$ cat src/rtl/core/hwt_pkg.sv
// Shared constants, types and time arithmetic for the hashed timer wheel.
`timescale 1ns / 1ps
`default_nettype none
package hwt_pkg;

   // The wheel size is a power of two, given by its number of index bits.
   localparam int WHEEL_SLOT_BITS = 6;
   localparam int WHEEL_SLOTS = 1 << WHEEL_SLOT_BITS;
   localparam int TIMER_ENTRIES = 16;
   localparam int ENTRY_W = (TIMER_ENTRIES > 1) ? $clog2(TIMER_ENTRIES) : 1;
   localparam int ECNT_W = $clog2(TIMER_ENTRIES + 1);

   localparam int FUNC_W = 2;
   localparam int ID_W = 4;
   localparam int PERIOD_W = 20;
   localparam int ROUND_W = 32;
   localparam int SUM_W = PERIOD_W + 1;

   localparam int QUEUE_DEPTH = 2;
   localparam int QPTR_W = $clog2(QUEUE_DEPTH);

   localparam logic [FUNC_W-1:0] FUNC_TICK = 2'd0;
   localparam logic [FUNC_W-1:0] FUNC_REG = 2'd1;
   localparam logic [FUNC_W-1:0] FUNC_DEREG = 2'd2;

   typedef struct packed {
      logic [FUNC_W-1:0]   func;
      logic [ID_W-1:0]     id;
      logic [PERIOD_W-1:0] interval;
      logic                periodic;
   } item_type;

   typedef struct packed {
      logic [WHEEL_SLOT_BITS-1:0] slot;
      logic [ROUND_W-1:0]         round;
   } wheel_pos_type;

   typedef struct packed {
      logic [WHEEL_SLOT_BITS-1:0] slot;
      logic [ROUND_W-1:0]         round;
      logic [PERIOD_W-1:0]        period;
      logic                       periodic;
   } entry_type;

   typedef struct packed {
      logic busy;
      logic pend_valid;
   } back_status_type;

   // Wheel position of now + period, where a zero period counts as one tick.
   function automatic wheel_pos_type arm_time(
      input logic [WHEEL_SLOT_BITS-1:0] ptr,
      input logic [ROUND_W-1:0]         rnd,
      input logic [PERIOD_W-1:0]        period
   );
      logic [PERIOD_W-1:0] p;
      logic [SUM_W-1:0]    sum;
      wheel_pos_type       pos;
      p = (period == '0) ? PERIOD_W'(1) : period;
      sum = SUM_W'(ptr) + SUM_W'(p);
      pos.slot = sum[WHEEL_SLOT_BITS-1:0];
      pos.round = rnd + ROUND_W'(sum >> WHEEL_SLOT_BITS);
      return pos;
   endfunction

endpackage
`default_nettype wire

$ cat src/rtl/core/hashed_timer_wheel.sv
// Top level of the hashed timer wheel: request queue, timer engine and checks.
//
//   Channel   Direction  Handshake             Payload
//   req_      in         req_valid/req_ready   func, timer_id, interval, periodic
//   rsp_      out        rsp_valid/rsp_ready   expired_id, rearmed, last_expiry
//
// Register and deregister transactions are handled by the engine straight from idle, without a scan.
// During a tick the scan reads one entry per cycle while it is not stalled, through
// the single read port of the entry table.
// A two-deep queue keeps accepting requests while the engine scans, until it is full.
// A stalled result channel holds the scan only when a second expiry is waiting, and
// holds the end of the tick until the result register can take its last expiry.
// Reset clears the wheel position and the valid bits.
`timescale 1ns / 1ps
`default_nettype none
module hashed_timer_wheel (
   input  wire logic                           clock,
   input  wire logic                           reset,
   input  wire logic                           req_valid,
   output logic                                req_ready,
   input  wire logic [hwt_pkg::FUNC_W-1:0]     req_func,
   input  wire logic [hwt_pkg::ID_W-1:0]       req_timer_id,
   input  wire logic [hwt_pkg::PERIOD_W-1:0]   req_interval,
   input  wire logic                           req_periodic,
   output logic                                rsp_valid,
   input  wire logic                           rsp_ready,
   output logic [hwt_pkg::ID_W-1:0]            rsp_expired_id,
   output logic                                rsp_rearmed,
   output logic                                rsp_last_expiry
);

   logic                       q_valid;
   hwt_pkg::item_type          q_item;
   logic                       q_pop;
   hwt_pkg::back_status_type   status;

   hwt_front u_front (
      .clock        (clock),
      .reset        (reset),
      .req_valid    (req_valid),
      .req_ready    (req_ready),
      .req_func     (req_func),
      .req_timer_id (req_timer_id),
      .req_interval (req_interval),
      .req_periodic (req_periodic),
      .q_valid      (q_valid),
      .q_item       (q_item),
      .q_pop        (q_pop)
   );

   hwt_back u_back (
      .clock           (clock),
      .reset           (reset),
      .q_valid         (q_valid),
      .q_item          (q_item),
      .q_pop           (q_pop),
      .rsp_valid       (rsp_valid),
      .rsp_ready       (rsp_ready),
      .rsp_expired_id  (rsp_expired_id),
      .rsp_rearmed     (rsp_rearmed),
      .rsp_last_expiry (rsp_last_expiry),
      .status          (status)
   );

   a_idle_no_pending: assert property (@(posedge clock) disable iff (reset)
      !status.busy |-> !status.pend_valid)
      else $error("engine idle with an expiry still pending");

   a_full_queue_visible: assert property (@(posedge clock) disable iff (reset)
      !req_ready |-> q_valid)
      else $error("request side stalled while the queue is empty");

   a_scan_from_tick: assert property (@(posedge clock) disable iff (reset)
      $rose(status.busy) |-> $past(q_valid && (q_item.func == hwt_pkg::FUNC_TICK)))
      else $error("scan started without a queued tick");

endmodule
`default_nettype wire

$ cat src/rtl/core/hwt_front.sv
// Request intake: classifies requests, drops void ones and queues the rest.
`timescale 1ns / 1ps
`default_nettype none
module hwt_front (
   input  wire logic                           clock,
   input  wire logic                           reset,
   input  wire logic                           req_valid,
   output logic                                req_ready,
   input  wire logic [hwt_pkg::FUNC_W-1:0]     req_func,
   input  wire logic [hwt_pkg::ID_W-1:0]       req_timer_id,
   input  wire logic [hwt_pkg::PERIOD_W-1:0]   req_interval,
   input  wire logic                           req_periodic,
   output logic                                q_valid,
   output hwt_pkg::item_type                   q_item,
   input  wire logic                           q_pop
);

   hwt_pkg::item_type             q_mem_ff [hwt_pkg::QUEUE_DEPTH];
   logic [hwt_pkg::QPTR_W-1:0]    wr_ptr_ff, wr_ptr_in;
   logic [hwt_pkg::QPTR_W-1:0]    rd_ptr_ff, rd_ptr_in;
   logic [hwt_pkg::QPTR_W:0]      count_ff, count_in;
   logic                          accept;
   logic                          keep;
   logic                          push;
   logic                          pop;
   logic                          id_in_range;
   hwt_pkg::item_type             new_item;

   assign req_ready = (count_ff != (hwt_pkg::QPTR_W + 1)'(hwt_pkg::QUEUE_DEPTH));
   assign q_valid = (count_ff != '0);
   assign q_item = q_mem_ff[rd_ptr_ff];

   assign accept = req_valid && req_ready;
   assign id_in_range = (33'(req_timer_id) < 33'(hwt_pkg::TIMER_ENTRIES));
   assign keep = (req_func == hwt_pkg::FUNC_TICK)
              || (((req_func == hwt_pkg::FUNC_REG) || (req_func == hwt_pkg::FUNC_DEREG))
                  && id_in_range);
   assign push = accept && keep;
   assign pop = q_pop && q_valid;

   assign new_item.func = req_func;
   assign new_item.id = req_timer_id;
   assign new_item.interval = req_interval;
   assign new_item.periodic = req_periodic;

   always_comb begin
      wr_ptr_in = wr_ptr_ff;
      rd_ptr_in = rd_ptr_ff;
      count_in = count_ff;
      if (push) begin
         wr_ptr_in = hwt_pkg::QPTR_W'(wr_ptr_ff + 1'b1);
      end
      if (pop) begin
         rd_ptr_in = hwt_pkg::QPTR_W'(rd_ptr_ff + 1'b1);
      end
      if (push && !pop) begin
         count_in = count_ff + 1'b1;
      end else if (pop && !push) begin
         count_in = count_ff - 1'b1;
      end
   end

   always_ff @(posedge clock) begin
      if (reset) begin
         wr_ptr_ff <= '0;
         rd_ptr_ff <= '0;
         count_ff <= '0;
      end else begin
         wr_ptr_ff <= wr_ptr_in;
         rd_ptr_ff <= rd_ptr_in;
         count_ff <= count_in;
      end
   end

   always_ff @(posedge clock) begin
      if (push) begin
         q_mem_ff[wr_ptr_ff] <= new_item;
      end
   end

endmodule
`default_nettype wire

$ cat src/rtl/core/hwt_back.sv
// Timer engine: wheel position, entry table, expiry scan and result register.
`timescale 1ns / 1ps
`default_nettype none
module hwt_back (
   input  wire logic                        clock,
   input  wire logic                        reset,
   input  wire logic                        q_valid,
   input  wire hwt_pkg::item_type           q_item,
   output logic                             q_pop,
   output logic                             rsp_valid,
   input  wire logic                        rsp_ready,
   output logic [hwt_pkg::ID_W-1:0]         rsp_expired_id,
   output logic                             rsp_rearmed,
   output logic                             rsp_last_expiry,
   output hwt_pkg::back_status_type         status
);

   localparam logic [1:0] ST_IDLE = 2'd0;
   localparam logic [1:0] ST_SCAN = 2'd1;
   localparam logic [1:0] ST_FLUSH = 2'd2;

   logic [1:0]                             state_ff, state_in;
   logic [hwt_pkg::WHEEL_SLOT_BITS-1:0]    ptr_ff, ptr_in;
   logic [hwt_pkg::ROUND_W-1:0]            round_ff, round_in;
   logic [hwt_pkg::TIMER_ENTRIES-1:0]      valid_ff, valid_in;
   hwt_pkg::entry_type                     ent_mem [hwt_pkg::TIMER_ENTRIES];
   hwt_pkg::entry_type                     rd_ff;
   logic                                   chk_valid_ff, chk_valid_in;
   logic [hwt_pkg::ENTRY_W-1:0]            chk_idx_ff, chk_idx_in;
   logic [hwt_pkg::ECNT_W-1:0]             scan_cnt_ff, scan_cnt_in;
   logic                                   pend_valid_ff, pend_valid_in;
   logic [hwt_pkg::ENTRY_W-1:0]            pend_id_ff, pend_id_in;
   logic                                   pend_rearm_ff, pend_rearm_in;
   logic                                   rsp_valid_ff, rsp_valid_in;
   logic [hwt_pkg::ID_W-1:0]               rsp_id_ff, rsp_id_in;
   logic                                   rsp_rearm_ff, rsp_rearm_in;
   logic                                   rsp_last_ff, rsp_last_in;

   logic                                   can_push;
   logic                                   hit;
   logic                                   stall;
   logic                                   issue;
   logic                                   scan_done;
   logic                                   push;
   logic [hwt_pkg::ENTRY_W-1:0]            push_id;
   logic                                   push_rearm;
   logic                                   push_last;
   logic                                   mem_we;
   logic [hwt_pkg::ENTRY_W-1:0]            mem_wa;
   hwt_pkg::entry_type                     mem_wd;
   hwt_pkg::wheel_pos_type                 reg_pos;
   hwt_pkg::wheel_pos_type                 rearm_pos;
   logic [hwt_pkg::ENTRY_W-1:0]            item_idx;

   assign can_push = !rsp_valid_ff || rsp_ready;
   assign q_pop = (state_ff == ST_IDLE);
   assign hit = chk_valid_ff && valid_ff[chk_idx_ff]
             && (rd_ff.slot == ptr_ff) && (rd_ff.round == round_ff);
   assign stall = hit && pend_valid_ff && !can_push;
   assign scan_done = (scan_cnt_ff == hwt_pkg::ECNT_W'(hwt_pkg::TIMER_ENTRIES));
   assign issue = (state_ff == ST_SCAN) && !stall && !scan_done;
   assign reg_pos = hwt_pkg::arm_time(ptr_ff, round_ff, q_item.interval);
   assign rearm_pos = hwt_pkg::arm_time(ptr_ff, round_ff, rd_ff.period);
   assign item_idx = hwt_pkg::ENTRY_W'(q_item.id);

   always_comb begin
      state_in = state_ff;
      ptr_in = ptr_ff;
      round_in = round_ff;
      valid_in = valid_ff;
      chk_valid_in = chk_valid_ff;
      chk_idx_in = chk_idx_ff;
      scan_cnt_in = scan_cnt_ff;
      pend_valid_in = pend_valid_ff;
      pend_id_in = pend_id_ff;
      pend_rearm_in = pend_rearm_ff;
      push = 1'b0;
      push_id = pend_id_ff;
      push_rearm = pend_rearm_ff;
      push_last = 1'b0;
      mem_we = 1'b0;
      mem_wa = item_idx;
      mem_wd.slot = reg_pos.slot;
      mem_wd.round = reg_pos.round;
      mem_wd.period = q_item.interval;
      mem_wd.periodic = q_item.periodic;

      unique case (state_ff)
         ST_IDLE: begin
            if (q_valid) begin
               unique case (q_item.func)
                  hwt_pkg::FUNC_REG: begin
                     mem_we = 1'b1;
                     valid_in[item_idx] = 1'b1;
                  end
                  hwt_pkg::FUNC_DEREG: begin
                     valid_in[item_idx] = 1'b0;
                  end
                  hwt_pkg::FUNC_TICK: begin
                     if (ptr_ff == hwt_pkg::WHEEL_SLOT_BITS'(hwt_pkg::WHEEL_SLOTS - 1)) begin
                        ptr_in = '0;
                        round_in = round_ff + 1'b1;
                     end else begin
                        ptr_in = ptr_ff + 1'b1;
                     end
                     scan_cnt_in = '0;
                     chk_valid_in = 1'b0;
                     state_in = ST_SCAN;
                  end
                  default: begin
                  end
               endcase
            end
         end
         ST_SCAN: begin
            if (!stall) begin
               chk_valid_in = issue;
               if (issue) begin
                  chk_idx_in = scan_cnt_ff[hwt_pkg::ENTRY_W-1:0];
                  scan_cnt_in = scan_cnt_ff + 1'b1;
               end
               if (hit) begin
                  if (rd_ff.periodic) begin
                     mem_we = 1'b1;
                     mem_wa = chk_idx_ff;
                     mem_wd.slot = rearm_pos.slot;
                     mem_wd.round = rearm_pos.round;
                     mem_wd.period = rd_ff.period;
                     mem_wd.periodic = 1'b1;
                  end else begin
                     valid_in[chk_idx_ff] = 1'b0;
                  end
                  push = pend_valid_ff;
                  pend_valid_in = 1'b1;
                  pend_id_in = chk_idx_ff;
                  pend_rearm_in = rd_ff.periodic;
               end
               if (!chk_valid_ff && scan_done) begin
                  state_in = ST_FLUSH;
               end
            end
         end
         ST_FLUSH: begin
            if (!pend_valid_ff) begin
               state_in = ST_IDLE;
            end else if (can_push) begin
               push = 1'b1;
               push_last = 1'b1;
               pend_valid_in = 1'b0;
               state_in = ST_IDLE;
            end
         end
         default: begin
            state_in = ST_IDLE;
         end
      endcase
   end

   always_comb begin
      rsp_valid_in = rsp_valid_ff;
      rsp_id_in = rsp_id_ff;
      rsp_rearm_in = rsp_rearm_ff;
      rsp_last_in = rsp_last_ff;
      if (push) begin
         rsp_valid_in = 1'b1;
         rsp_id_in = hwt_pkg::ID_W'(push_id);
         rsp_rearm_in = push_rearm;
         rsp_last_in = push_last;
      end else if (rsp_ready) begin
         rsp_valid_in = 1'b0;
      end
   end

   always_ff @(posedge clock) begin
      if (reset) begin
         state_ff <= ST_IDLE;
         ptr_ff <= '0;
         round_ff <= '0;
         valid_ff <= '0;
         chk_valid_ff <= 1'b0;
         scan_cnt_ff <= '0;
         pend_valid_ff <= 1'b0;
         rsp_valid_ff <= 1'b0;
      end else begin
         state_ff <= state_in;
         ptr_ff <= ptr_in;
         round_ff <= round_in;
         valid_ff <= valid_in;
         chk_valid_ff <= chk_valid_in;
         scan_cnt_ff <= scan_cnt_in;
         pend_valid_ff <= pend_valid_in;
         rsp_valid_ff <= rsp_valid_in;
      end
   end

   always_ff @(posedge clock) begin
      chk_idx_ff <= chk_idx_in;
      pend_id_ff <= pend_id_in;
      pend_rearm_ff <= pend_rearm_in;
      rsp_id_ff <= rsp_id_in;
      rsp_rearm_ff <= rsp_rearm_in;
      rsp_last_ff <= rsp_last_in;
   end

   always_ff @(posedge clock) begin
      if (mem_we) begin
         ent_mem[mem_wa] <= mem_wd;
      end
      if (issue) begin
         rd_ff <= ent_mem[scan_cnt_ff[hwt_pkg::ENTRY_W-1:0]];
      end
   end

   assign rsp_valid = rsp_valid_ff;
   assign rsp_expired_id = rsp_id_ff;
   assign rsp_rearmed = rsp_rearm_ff;
   assign rsp_last_expiry = rsp_last_ff;
   assign status.busy = (state_ff != ST_IDLE);
   assign status.pend_valid = pend_valid_ff;

endmodule
`default_nettype wire
$ cat config.mk
export PLATFORM = sky130hd
export DESIGN_NAME = hashed_timer_wheel
export DESIGN_NICKNAME = d
export VERILOG_FILES = /design/src/rtl/core/hwt_pkg.sv /design/src/rtl/core/hashed_timer_wheel.sv /design/src/rtl/core/hwt_front.sv /design/src/rtl/core/hwt_back.sv
export SDC_FILE = /design/constraint.sdc
export NUM_CORES = 1
export LEC_CHECK = 0
export BUFFER_PORTS_ARGS = -buffer_cell sky130_fd_sc_hd__buf_2
export CAP_MARGIN = 20
export CORE_MARGIN = 2
export CORE_UTILIZATION = 50
export DETAILED_ROUTE_END_ITERATION = 12
export HOLD_SLACK_MARGIN = 0.08
export PLACE_DENSITY = 0.65
export SYNTH_ARGS = -nofsm -noshare
export SYNTH_HDL_FRONTEND = slang
export SYNTH_HIERARCHICAL = 1
export SYNTH_SLANG_ARGS = --single-unit
$ cat constraint.sdc
create_clock -name clock -period 8.8 [get_ports clock]
set_input_delay 1.32 -clock clock [delete_from_list [all_inputs] [get_ports clock]]
set_output_delay 1.32 -clock clock [all_outputs]
set_load 0.02 [all_outputs]
; ---- After elaboration in Yosys (flattened, before gate mapping)
; Memory sizes are Yosys's and may differ from the RTL's. A register that Yosys moved wholly into a read port is not among the register bits.
; Cells that the tools add are included.
[word_totals]
register_bits = 83
latch_bits = 0
mem_bits_rw = 998
romBits = 0
in_bits = 31
output_inout_bits = 8
word_cells = 169
mem_count = 2
[memory_table]
columns = name, words, width, rd, rd_clocked_by_memory_dff, write_ports, line_no
row1 = u_back.ent_mem, 16, 59, 1, 1, 1, hwt_back.sv:26  ; hwt_pkg::entry_type ent_mem [hwt_pkg::TIMER_ENTRIES];
row2 = u_front.q_mem_ff, 2, 27, 1, 1, 1, hwt_front.sv:18  ; hwt_pkg::item_type q_mem_ff [hwt_pkg::QUEUE_DEPTH];
[classes]
n_addsub = 11
mul = 0
n_div = 0
order_cmp = 4
n_eq_ne = 20
shift = 0
mux = 65
n_bitwise = 6
n_reduce_logical = 44
[op_table]
columns = operator, n
row1 = $mux W59, 4
row2 = $add A32 B15 Y32, 2
row3 = $mux W16, 4
row4 = $pmux W16 S2, 2
row5 = $add A6 B20 Y21, 2
row6 = $logic_not A20 Y1, 2
row7 = $mux W20, 2
row8 = $add A32 B1 Y32 const B, 1
row9 = $and A16 B16 Y16, 2
row10 = $eq A32 B32 Y1, 1
row11 = $not A16 Y16, 2
row12 = $mux W1, 27
row13 = $mux W5, 4
row14 = $mux W2, 8
row15 = $mux W4, 4
row16 = $or A16 B16 Y16, 1
row17 = $logic_and A1 B1 Y1, 15
row18 = $reduce_and A3 Y1, 4
row19 = $lt A4 B5 Y1 const B, 2
row20 = $pmux W5 S2, 1
row21 = $reduce_and A5 Y1, 2
row22 = $reduce_bool A2 Y1, 5
row23 = $demux W1 S4, 2
row24 = $ge A4 B1 Y1 const B, 2
row25 = other kinds (24), 49

; ---- Longest topological paths before layout
[depth]
word_depth = 13
ltp_mapped = 27
ltp_nobuf = 24

; ---- Hierarchy
; The synthesis kept the hierarchy.
[modules_own_cells]
columns = module, n_inst, cells_each, area_per_inst_um2
row1 = hwt_back, 1, 2323, 44639.1
row2 = hwt_front, 1, 109, 2189.6

; ---- Least setup slack after synthesis
; No wires, ideal clock.
[synth_timing]
path_kind = register to register
startpoint = register (tool-made name)
endpoint = memory u_back/ent_mem[0][38] (netlist name) (data pin)
t_arrival_ns = 5.530
path_slack_ns = 2.973
path_stages_with_launch = 27
synth_period_minus_slack_ns = 5.827
cell_sequence = dfxtp_1 buf_2 buf_4 mux2_2 clkbuf_1 nor4_1 nand4_1 o41ai_1 ha_1 fa_1 a21o_1 a21oi_1 nor2b_1 o21a_1 o21ai_0 nor2_1 xor2_1 ha_1 o21a_1 a2111oi_2 nor2_1 a41o_1 and4_1 or4_1 buf_6 nand4_1 xnor2_1
[synth_rtl]
columns = element, line_no
row1 = end: declaration, hwt_back.sv:26

==> qor.yml <==
run_status:
  outcome: "complete, no violations"
power:
  total_power_mw: 12.59
  switchingPower_mw: 2.988
  p_int_mw: 9.599
  pwr_density_cell_mw_per_mm2: 239.5
  pwr-share-clk_pct: 37.5
  p_seq_share_pct: 51.6
  max-vdd-ir-drop_uv: 160.8
  leakage_nw: 16.49
  swShare_pct: 23.74
  pwr-share-comb_pct: 10.9
cts:
  holdBufCountCts: 0
  cts.sinks: 1141
  cts-root-buf: "clkbuf_16"
  cts_max_level: 3
  ctsLongestPathBuffers: 3
  clk_latency_ns: 0.69
  postCtsSetupBuffers: 0
  numCtsBuffers: 113
  ctsResizeCount: 0
  cts_tree: "built"
  clk_pin_slew_ns: 0.06
min_path:
  whs_path_depth: 0
  min_to: "u_back/rsp_expired_id[1]"
  min-delay-start: "u_back/pend_id_ff[1]"
  hold_path.class: "reg -> reg"
layout:
  layout.nets: 2619
  area_delta_synth_final_pct: 12.23
  final_cell_area_mm2: 0.05255
  fillers: 6987
  drive_above_1_share_pct: 25.66
  diodes: 0
sta:
  setup_slack_ns: 1.178
  fin_crit_sh_pct: 86.61
  finClkSkew_ns: 0.03060
  finalHoldViolations: 0
  drv_slew: 0
  hold_slack_ns: 0.4171
  fmax_mhz: 131.2
  tns_ns: 0
  rsz0062_at_grt: "no"
  setup_viol: 0
  maxSlewHeadroom_pct: 23.96
  worst_pin_slew_ns: 1.141
  final.min_clock_period_ns: 7.622
floorplan:
  start_util_pct: 50.32
  die-area_mm2: 0.09611
  num_rows: 112
  fp.coreArea_mm2: 0.09305
  pin_count: 39
  dieWidth_um: 310.0
  die_h_um: 310.0
critical_path:
  timing.rr.end: "u_back/ent_mem[1][50]"
  required_ns: 9.12
  worstPathMaxFanout: 23
  end_kind: "flop"
  ff2ff_path_depth: 22
  rrSetupSlack_ns: 1.18
  worstSetupPathType: "reg -> reg"
  start_kind: "flop"
  critPathArrivalTime_ns: 7.94
place:
  hpwl_um: 62840
  post_dp_cell_area_mm2: 0.04878
  port_buffers: 38
  dp_worst_setup_slack_ns: 1.182
  place.gp.congestion: 0.9246
synth:
  synthCells: 2431
  syn_area_per_cell_um2: 19.26
  yosysWarnings: 6
  netlist_area_mm2: 0.04682
  synth_nets: 2516
global_route:
  grt.total_usage_pct: 23.29
  antenna_found_initial: 2
  grt_max_degree: 79
  grt_overflow: 0
  grt_first_pass_wirelength_um: 161300
  grt_pass1_vias: 24511
routing:
  vias: 23711
  drc: 0
  drtIter0Drc: 2584
  drt-total-wl_um: 109500
  via_per_inst: 6.099
  ant_nets: 0
  first_pass_iters: 5
  wl_per_cell_um: 28.16
run:
  maxCapViolCount: 0
-- worst max-delay path: stages (launching register included) --
cell       delay, ns
dfxtp_1         0.99
mux2_2          0.47
nor4_1          0.48
nand4_1         0.16
o41ai_1         0.47
ha_1            0.30
fa_1            0.23
a21o_1          0.12
a21oi_1         0.09
nor2b_1         0.12
o21a_1          0.13
o21ai_0         0.21
nor2_1          0.19
xor2_1          0.17
ha_1            0.29
o21a_1          0.22
a2111oi_2       0.37
nor2_1          0.16
a41o_1          0.30
and4_1          0.20
or4_1           0.84
nand4b_2        0.24
xnor2_1         0.47
-- per-stage QoR --
step,std cells,utilization [%]
3_3_place_gp,3664,52.43
2_1_floorplan,2431,-
6_report,3888,56.47
3_5_place_dp,3664,52.43
4_1_cts,3879,56.40
5_1_grt,3888,56.47
-- sequential cells by signal (all words and copies together) (netlist names), 2 cells and up, named ones only --
signal and cells:
u_back/ent_mem 944, u_front/q_mem_ff 54, u_back/chk_idx_ff 4, u_back/scan_cnt_ff 5, u_back/round_ff 32, u_back/ptr_ff 6, u_back/rsp_expired_id 4, u_front/count_ff 2
u_back/state_ff 2, u_back/pend_id_ff 4, u_back/rd_ff 59
-- final cells by class --
cell class | count | area, µm² | share of cell area (%)
clock buffers | 148 | 3103 | 5.905
repair buffers | 106 | 788.3 | 1.500
inverters | 31 | 116.4 | 0.2215
clock inverters | 67 | 590.6 | 1.124
flip-flops and latches | 1141 | 33590 | 63.92
well taps | 1254 | 1569 | 2.986
multi-input cells | 1141 | 12790 | 24.34
-- cell usage in the layout, fill, tap and decap left out, types with 52 or more instances in the layout --
cell	count
edfxtp_1	1072
nor2_1	87
dfxtp_1	65
buf_4	61
xor2_1	62
clkbuf_16	116
o21ai_0	52
xnor2_1	79
a21oi_1	67
nand2_1	73
mux4_2	299
-- worst max path at each step --
stage	startpoint	depth (start not counted)	slack, ns	end
3_5_place_dp	flop	22	1.18	u_back/ent_mem[4][38]
4_1_cts	flop	22	1.12	u_back/ent_mem[4][38]
2_1_floorplan	flop	26	2.97	u_back/ent_mem[0][38]
5_1_grt	flop	22	0.55	u_back/ent_mem[4][45]
3_3_place_gp	flop	22	1.32	u_back/ent_mem[4][38]
6_report	flop	22	1.18	u_back/ent_mem[1][50]
-- power groups by stage --
stage / combinational, mW / clock [mW] / sequential, mW
floorplan: 0.928 / 0 / 6.54
global placement: 1.33 / 0 / 6.60
detailed placement: 1.37 / 0 / 6.61
CTS: 1.37 / 4.81 / 6.50
global route: 1.49 / 5.03 / 6.51
finish: 1.37 / 4.73 / 6.49
-- metal layers --
layer	track usage, %	wire length [µm]
met1	32.19	44910
met2	38.46	54100
met3	4.366	8114
met4	6.134	2371
met5	0	0
Note: power is estimated with default switching activity, not from simulation.
